### src/sv/rbft_pkg.sv
package rbft_pkg;

  // datapath vector width, enough for Q15.16 plus guard bits and cordic gain
  localparam int VW = 50;
  localparam int GUARD = 14;
  localparam int TABLE_LEN = 24;
  localparam logic signed [30:0] KINV = 31'sd652032874;
  localparam logic [31:0] HALF_TURN = 32'h8000_0000;

  typedef enum logic {
    REQ_TO_GLOBAL = 1'b0,
    REQ_TO_LOCAL  = 1'b1
  } req_t;

  // items travelling alongside the yaw cordic
  typedef struct packed {
    req_t                    mode;
    logic signed [VW-1:0]    x0;
    logic signed [32:0]      dx;
    logic signed [32:0]      dy;
    logic [15:0]             bearing;
    logic signed [31:0]      px;
    logic signed [31:0]      py;
    logic signed [31:0]      pz;
  } yaw_pay_t;

  // items travelling alongside the main cordic
  typedef struct packed {
    req_t                    mode;
    logic [31:0]             yaw;
    logic signed [31:0]      px;
    logic signed [31:0]      py;
    logic signed [31:0]      pz;
    logic                    tzero;
  } main_pay_t;

  function automatic logic [31:0] atan_at(input int idx);
    logic [31:0] v;
    case (idx)
      0:  v = 32'h20000000;
      1:  v = 32'h12E4051D;
      2:  v = 32'h09FB385B;
      3:  v = 32'h051111D4;
      4:  v = 32'h028B0D43;
      5:  v = 32'h0145D7E1;
      6:  v = 32'h00A2F61E;
      7:  v = 32'h00517C55;
      8:  v = 32'h0028BE53;
      9:  v = 32'h00145F2E;
      10: v = 32'h000A2F98;
      11: v = 32'h000517CC;
      12: v = 32'h00028BE6;
      13: v = 32'h000145F3;
      14: v = 32'h0000A2F9;
      15: v = 32'h0000517C;
      16: v = 32'h000028BE;
      17: v = 32'h0000145F;
      18: v = 32'h00000A2F;
      19: v = 32'h00000517;
      20: v = 32'h0000028B;
      21: v = 32'h00000145;
      22: v = 32'h000000A2;
      23: v = 32'h00000051;
      default: v = 32'h0;
    endcase
    return v;
  endfunction

endpackage

### src/sv/rbft_post.sv
module rbft_post (
  input  logic                           clk,
  input  logic                           rst_n,
  input  logic                           in_valid,
  input  logic signed [rbft_pkg::VW-1:0] in_x,
  input  logic signed [rbft_pkg::VW-1:0] in_y,
  input  logic [31:0]                    in_z,
  input  rbft_pkg::main_pay_t            in_pay,
  output logic                           out_valid,
  output logic signed [31:0]             out_a,
  output logic signed [31:0]             out_b,
  output logic signed [31:0]             out_z,
  output logic                           out_saturated
);
  import rbft_pkg::*;

  localparam logic signed [VW-1:0] RND = VW'(1) <<< (GUARD - 1);
  localparam logic signed [66:0] RND30 = 67'sd1 <<< 29;

  logic               v1_r, v2_r, v3_r;
  req_t               mode1_r, mode2_r;
  logic signed [37:0] a1_r, b1_r, a2_r, b2_r;
  logic signed [31:0] z1_r, z2_r;
  logic signed [66:0] mk_r;
  logic signed [37:0] a1_nxt, b1_nxt;
  logic [31:0]        br;
  logic signed [37:0] rng;
  logic signed [31:0] oa_r, ob_r, oz_r;
  logic               sat_r;
  logic               sa, sb;
  logic signed [31:0] ca, cb;

  function automatic logic signed [31:0] clip(input logic signed [37:0] v,
                                              output logic hit);
    logic signed [31:0] r;
    hit = 1'b0;
    r   = v[31:0];
    if (v > 38'sd2147483647) begin
      hit = 1'b1;
      r   = 32'sh7FFF_FFFF;
    end else if (v < -38'sd2147483648) begin
      hit = 1'b1;
      r   = 32'sh8000_0000;
    end
    return r;
  endfunction

  // stage 1: drop guard bits, add platform position or form bearing
  always_comb begin
    br = in_z - in_pay.yaw + 32'h0000_8000;
    if (in_pay.mode == REQ_TO_GLOBAL) begin
      a1_nxt = 38'((in_x + RND) >>> GUARD) + 38'(in_pay.px);
      b1_nxt = 38'((in_y + RND) >>> GUARD) + 38'(in_pay.py);
    end else begin
      a1_nxt = 38'((in_x + RND) >>> GUARD);
      b1_nxt = in_pay.tzero ? '0 : 38'($signed(br[31:16]));
    end
  end

  always_ff @(posedge clk) begin
    if (!rst_n) begin
      v1_r <= 1'b0;
      v2_r <= 1'b0;
      v3_r <= 1'b0;
    end else begin
      v1_r <= in_valid;
      v2_r <= v1_r;
      v3_r <= v2_r;
    end
    mode1_r <= in_pay.mode;
    a1_r    <= a1_nxt;
    b1_r    <= b1_nxt;
    z1_r    <= (in_pay.mode == REQ_TO_GLOBAL) ? in_pay.pz : '0;
    // stage 2: gain correction of the range
    mode2_r <= mode1_r;
    mk_r    <= 67'(a1_r[35:0]) * 67'(KINV);
    a2_r    <= a1_r;
    b2_r    <= b1_r;
    z2_r    <= z1_r;
    // stage 3: clip into the result registers
    oa_r    <= ca;
    ob_r    <= cb;
    oz_r    <= z2_r;
    sat_r   <= sa | sb;
  end

  always_comb begin
    rng = 38'((mk_r + RND30) >>> 30);
    if (mode2_r == REQ_TO_GLOBAL) begin
      ca = clip(a2_r, sa);
      cb = clip(b2_r, sb);
    end else begin
      ca = clip(rng, sa);
      cb = b2_r[31:0];
      sb = 1'b0;
    end
  end

  assign out_valid     = v3_r;
  assign out_a         = oa_r;
  assign out_b         = ob_r;
  assign out_z         = oz_r;
  assign out_saturated = sat_r;

endmodule

### config.mk
export PLATFORM = sky130hd
export DESIGN_NAME = rbft_post
export DESIGN_NICKNAME = d
export VERILOG_FILES = /design/src/sv/rbft_pkg.sv /design/src/sv/rbft_post.sv
export SDC_FILE = /design/constraint.sdc
export NUM_CORES = 2
export LEC_CHECK = 0
export BUFFER_PORTS_ARGS = -buffer_cell sky130_fd_sc_hd__buf_4
export CORE_ASPECT_RATIO = 2
export CORE_MARGIN = 1
export CORE_UTILIZATION = 50
export CTS_CLUSTER_SIZE = 24
export DETAILED_ROUTE_END_ITERATION = 12
export PLACE_DENSITY_LB_ADDON = 0.25
export SLEW_MARGIN = 20
export SYNTH_ARGS = -nofsm -noshare
export SYNTH_HDL_FRONTEND = slang
export SYNTH_SLANG_ARGS = --single-unit
### constraint.sdc
create_clock -name clk -period 8.5 [get_ports clk]
set_clock_uncertainty 0.05 [all_clocks]
set_input_delay 2.55 -clock clk [delete_from_list [all_inputs] [get_ports clk]]
set_output_delay 2.55 -clock clk [all_outputs]
set_load 0.05 [all_outputs]
==> run summary <==
The global-route wire length before repair was 158 mm; the routed wirelength normalized by instance count was 20.9 um. Final setup violation count: 0. The mapped netlist covers 0.0357 mm^2.

The placer congestion estimate is 1.05. The register bit total from synthesis is 351. The logs give 0 for the number of max-slew violations in the final report and 28601 for the number of global-route vias before repair. In the routed design, unresolved DRC markers number 0.

The cell with the largest stage delay on the worst path is sky130_fd_sc_hd__fa_1. Terminating pin of the worst hold path: out_z[23]. After detailed placement, the design holds a cell count of 4836. Of all nets on the critical path, the largest fanout is 7. Total die area: 0.0725 mm^2. CTS placed an instance of sky130_fd_sc_hd__clkbuf_16 at the clock tree root. For the arrival time of the worst setup path, the log shows 8310 ps. STA classifies the critical path startpoint as a flip-flop. The region available for standard cell placement spans 0.0706 mm^2. After clock tree synthesis, the clock-pin slew on the worst setup and hold paths is 60 ps. The routed wire length on met2 was 54.5 mm; the final worst-path cycle share was 0.930. The tools report the tightest slew margin relative to the limit as 0.382.

Number of nets in the final layout: 5263. The met3 layer wire length in the routed design was 5.38 mm. The logs give 351 for the clock net sink count and 2 for the number of antenna violations at the first check in global routing. The critical path start-end classification was reg2reg. The transition time at the pin with the least slew margin works out to 904 ps. The flow ran to the end, and the final reports show no timing, DRC or antenna violations. In this run the most critical hold path is launched from z2_r[23]. In this run the number of H-tree levels came out at 2. Flip-flop cell with the highest count after synthesis: sky130_fd_sc_hd__dfxtp_1. The run gives 0 as the count of yosys warnings during synthesis.

The initial standard-cell utilization of the core is 0.505, and the latest clock arrival within the worst-skew pair is 580 ps. The number of buffers and inverters on the critical path is 3. The synthesized design contains 0 enable-type register cells. In this run the critical register-to-register path is captured at mk_r[58].

The aggregate global-route resource usage was 0.295; the total grt overflow was 0. The chip height was 380 um. The tools report the number of CTS-inserted buffers as 35. Entering global routing, the biggest net connects 71 pins. The share of final-layout standard cells stronger than drive strength 1 was 0.131. Setup repair after global routing left no endpoint under its margin. No sink is reached through more buffers than the 3 on the longest clock path. The run gives 0 as the final hold violation count.

The initialized floorplan defines 138 standard-cell rows. Traced cell by cell, the critical path runs through inv_1 > buf_4 > fa_1 > fa_1 > inv_1 > fa_1 > fa_1 > fa_1 > fa_1 > fa_1 > fa_1 > ha_1 > a211o_1 > a21oi_2 > a21oi_1 > a211o_1 > nor3_2 > a21oi_2 > a211oi_2 > o21bai_2 > nor4b_1 > and4b_1. The worst-case register-to-register setup slack is 590 ps.

The die is 191 um wide. Counting every net in the synthesized netlist gives 4886. The run gives 6241 as the final-layout fill cell count. The count of input and output buffers works out to 336. The path class of the tightest hold or removal check is reg2reg. The cell type with the highest occurrence count on the critical path is sky130_fd_sc_hd__fa_1. For the worst slack after detailed placement, the log shows 688 ps. For the routed length on met1, the log shows 31.7 mm.

The number of hold buffers added after cts was 0. TritonCTS built the clock tree. At the worst endpoint, the required time is 8900 ps. After clock tree synthesis, the setup repair step added 0 buffers. In this run the remaining antenna-violating nets after routing total 0. The family with the most delay on the worst path was adder cells.

Via count of the routed design: 25824. The run gives 83 as the count of distinct cell types in the synthesized netlist. The first TritonRoute pass finished after 5 iterations. The area growth from synthesis to layout is 14.1%.

After detailed routing, the number of vias per cell comes to 5.27. Across the run, the number of max-cap violations was 0. The minimum clock period after layout works out to 7910 ps. The async set-or-reset flop fraction in the synthesized netlist came out at 0. Critical path capture point type: a flip-flop. The share of the yosys chip area belonging to registers was 0.197; the final cell count without fillers was 4902. The worst register-to-register path has a depth of 22. The largest incremental delay on the critical path works out to 570 ps. The top layer used by detailed routing is met4. Post-cts resize count: 0. The number of DRC markers in iteration 0 was 837. The worst register-to-register path begins at a1_r[9].

Synthesis produced a netlist whose cell count is 3586. Counting instances, the worst hold path has a depth of 0. A synthesized cell averages 9.95 um^2. Sum of net half-perimeters after detailed placement: 89.0 mm. The final worst slack was 593 ps. The routed design has 102 mm of wire.

The timing-limited maximum frequency was 0.126 GHz; the count of boundary I/O pins was 363. For the final routed database, the setup TNS stands at 0 ps. The critical path startpoint is a1_r[9].
==> placed cells by master, fill, tap and decap left out, types with 49 or more instances in the layout <==
cell,synthesis,final
sky130_fd_sc_hd__a21oi_1,113,112
sky130_fd_sc_hd__ha_1,512,512
sky130_fd_sc_hd__fa_1,523,523
sky130_fd_sc_hd__o21ai_0,99,99
sky130_fd_sc_hd__nor2_1,81,81
sky130_fd_sc_hd__xnor2_1,130,130
sky130_fd_sc_hd__inv_1,855,855
sky130_fd_sc_hd__buf_4,0,385
sky130_fd_sc_hd__a21o_1,86,86
sky130_fd_sc_hd__dfxtp_1,351,351
sky130_fd_sc_hd__nand3_1,55,55
sky130_fd_sc_hd__xor2_1,79,79
sky130_fd_sc_hd__nor2b_1,49,49
sky130_fd_sc_hd__nand2_1,195,195
==> synth_stat cells, types with 9 or more instances <==
cell type,count,share of area
sky130_fd_sc_hd__o21bai_1,19,0.0040
sky130_fd_sc_hd__xnor2_1,130,0.032
sky130_fd_sc_hd__nand3_1,55,0.0077
sky130_fd_sc_hd__a21oi_1,113,0.016
sky130_fd_sc_hd__a211oi_1,16,0.0034
sky130_fd_sc_hd__and4_1,11,0.0027
sky130_fd_sc_hd__o211ai_1,14,0.0029
sky130_fd_sc_hd__inv_1,855,0.090
sky130_fd_sc_hd__o22ai_1,10,0.0018
sky130_fd_sc_hd__dfxtp_1,351,0.20
sky130_fd_sc_hd__o21ai_1,14,0.0020
sky130_fd_sc_hd__a221oi_1,12,0.0029
sky130_fd_sc_hd__xor2_1,79,0.019
sky130_fd_sc_hd__and3_1,33,0.0058
sky130_fd_sc_hd__nor3_1,27,0.0038
sky130_fd_sc_hd__o31ai_1,12,0.0025
sky130_fd_sc_hd__o21ai_2,22,0.0054
sky130_fd_sc_hd__a31oi_1,14,0.0025
sky130_fd_sc_hd__nor2b_1,49,0.0086
sky130_fd_sc_hd__clkbuf_1,37,0.0039
sky130_fd_sc_hd__fa_1,523,0.29
sky130_fd_sc_hd__and2_1,17,0.0030
sky130_fd_sc_hd__ha_1,512,0.18
sky130_fd_sc_hd__o21a_1,15,0.0032
sky130_fd_sc_hd__or3_1,9,0.0016
sky130_fd_sc_hd__o211ai_2,10,0.0035
sky130_fd_sc_hd__a21o_1,86,0.018
sky130_fd_sc_hd__nand4_1,29,0.0051
sky130_fd_sc_hd__o21ai_0,99,0.014
sky130_fd_sc_hd__nor2_1,81,0.0085
sky130_fd_sc_hd__nand2_1,195,0.021
sky130_fd_sc_hd__nand2b_1,23,0.0040
==> how the worst max path moves through the flow <==
| stage | cells after the start | endpoint |
|---|---|---|
| after global placement | 24 | mk_r[60] |
| after CTS | 21 | mk_r[60] |
| final | 22 | mk_r[58] |
| after global routing | 24 | mk_r[60] |
| after detailed placement | 21 | mk_r[60] |
| after floorplan | 23 | mk_r[58] |
==> sequential cells by signal, summed over array words and instances, names as in the netlist <==
| signal | count |
|---|---|
| out_saturated | 1 |
| z1_r | 32 |
| a1_r | 37 |
| a2_r | 37 |
| mode1_r | 1 |
| out_z | 32 |
| b2_r | 37 |
| out_a | 32 |
| z2_r | 32 |
| v2_r | 1 |
| b1_r | 37 |
| v1_r | 1 |
| mk_r | 37 |
| out_valid | 1 |
| out_b | 32 |
| mode2_r | 1 |
==> worst reg2reg max path, cell delays in order, from the launching register on <==
cell	delay [ps]
sky130_fd_sc_hd__dfxtp_1	560
sky130_fd_sc_hd__inv_1	240
sky130_fd_sc_hd__buf_4	220
sky130_fd_sc_hd__fa_1	510
sky130_fd_sc_hd__fa_1	540
sky130_fd_sc_hd__inv_1	70
sky130_fd_sc_hd__fa_1	540
sky130_fd_sc_hd__fa_1	470
sky130_fd_sc_hd__fa_1	540
sky130_fd_sc_hd__fa_1	530
sky130_fd_sc_hd__fa_1	580
sky130_fd_sc_hd__fa_1	420
sky130_fd_sc_hd__ha_1	350
sky130_fd_sc_hd__a211o_1	290
sky130_fd_sc_hd__a21oi_2	150
sky130_fd_sc_hd__a21oi_1	80
sky130_fd_sc_hd__a211o_1	290
sky130_fd_sc_hd__nor3_2	170
sky130_fd_sc_hd__a21oi_2	160
sky130_fd_sc_hd__a211oi_2	330
sky130_fd_sc_hd__o21bai_2	160
sky130_fd_sc_hd__nor4b_1	330
sky130_fd_sc_hd__and4b_1	240
==> routing by layer <==
metal / global-route usage / vias up
met2: 0.553 / 743
li1: - / 12193
met5: 0 / -
met1: 0.264 / 12482
met4: 0.249 / 0
met3: 0.0557 / 406
==> cell families after synthesis <==
family	after synthesis	synth area share
xor gates and xnor gates	209	0.0513
AOI/OAI and AO/OA	516	0.100
buffers and inverters	901	0.0961
adders and majority gates	1035	0.473
and+or+nand+nor	566	0.0802
muxes	8	0.00238
DFF	351	0.197
==> layout make-up <==
class                      count  area [um^2]  area share
inverter                     856         3210      0.0790
antenna                        3         7.51    0.000184
clock inverter                26          307     0.00753
sequential                   351         7030       0.173
tap                          910         1140      0.0280
clock buffer                  37          883      0.0217
timing repair buffer         385         2890      0.0710
multi-input combinational   2334        25200       0.620
==> per-stage QoR <==
step                utilization  hold WS, ps  instance area, um^2
global route              0.576          278                40700
finish                    0.576          273                40700
floorplan                     -          260                35700
global placement          0.559          260                39500
CTS                       0.576          273                40700
detailed placement        0.559          262                39500
Power is left out: the tool's default activity adds up to more than one toggle a clock period on the data nets, which glitch-free logic cannot reach.
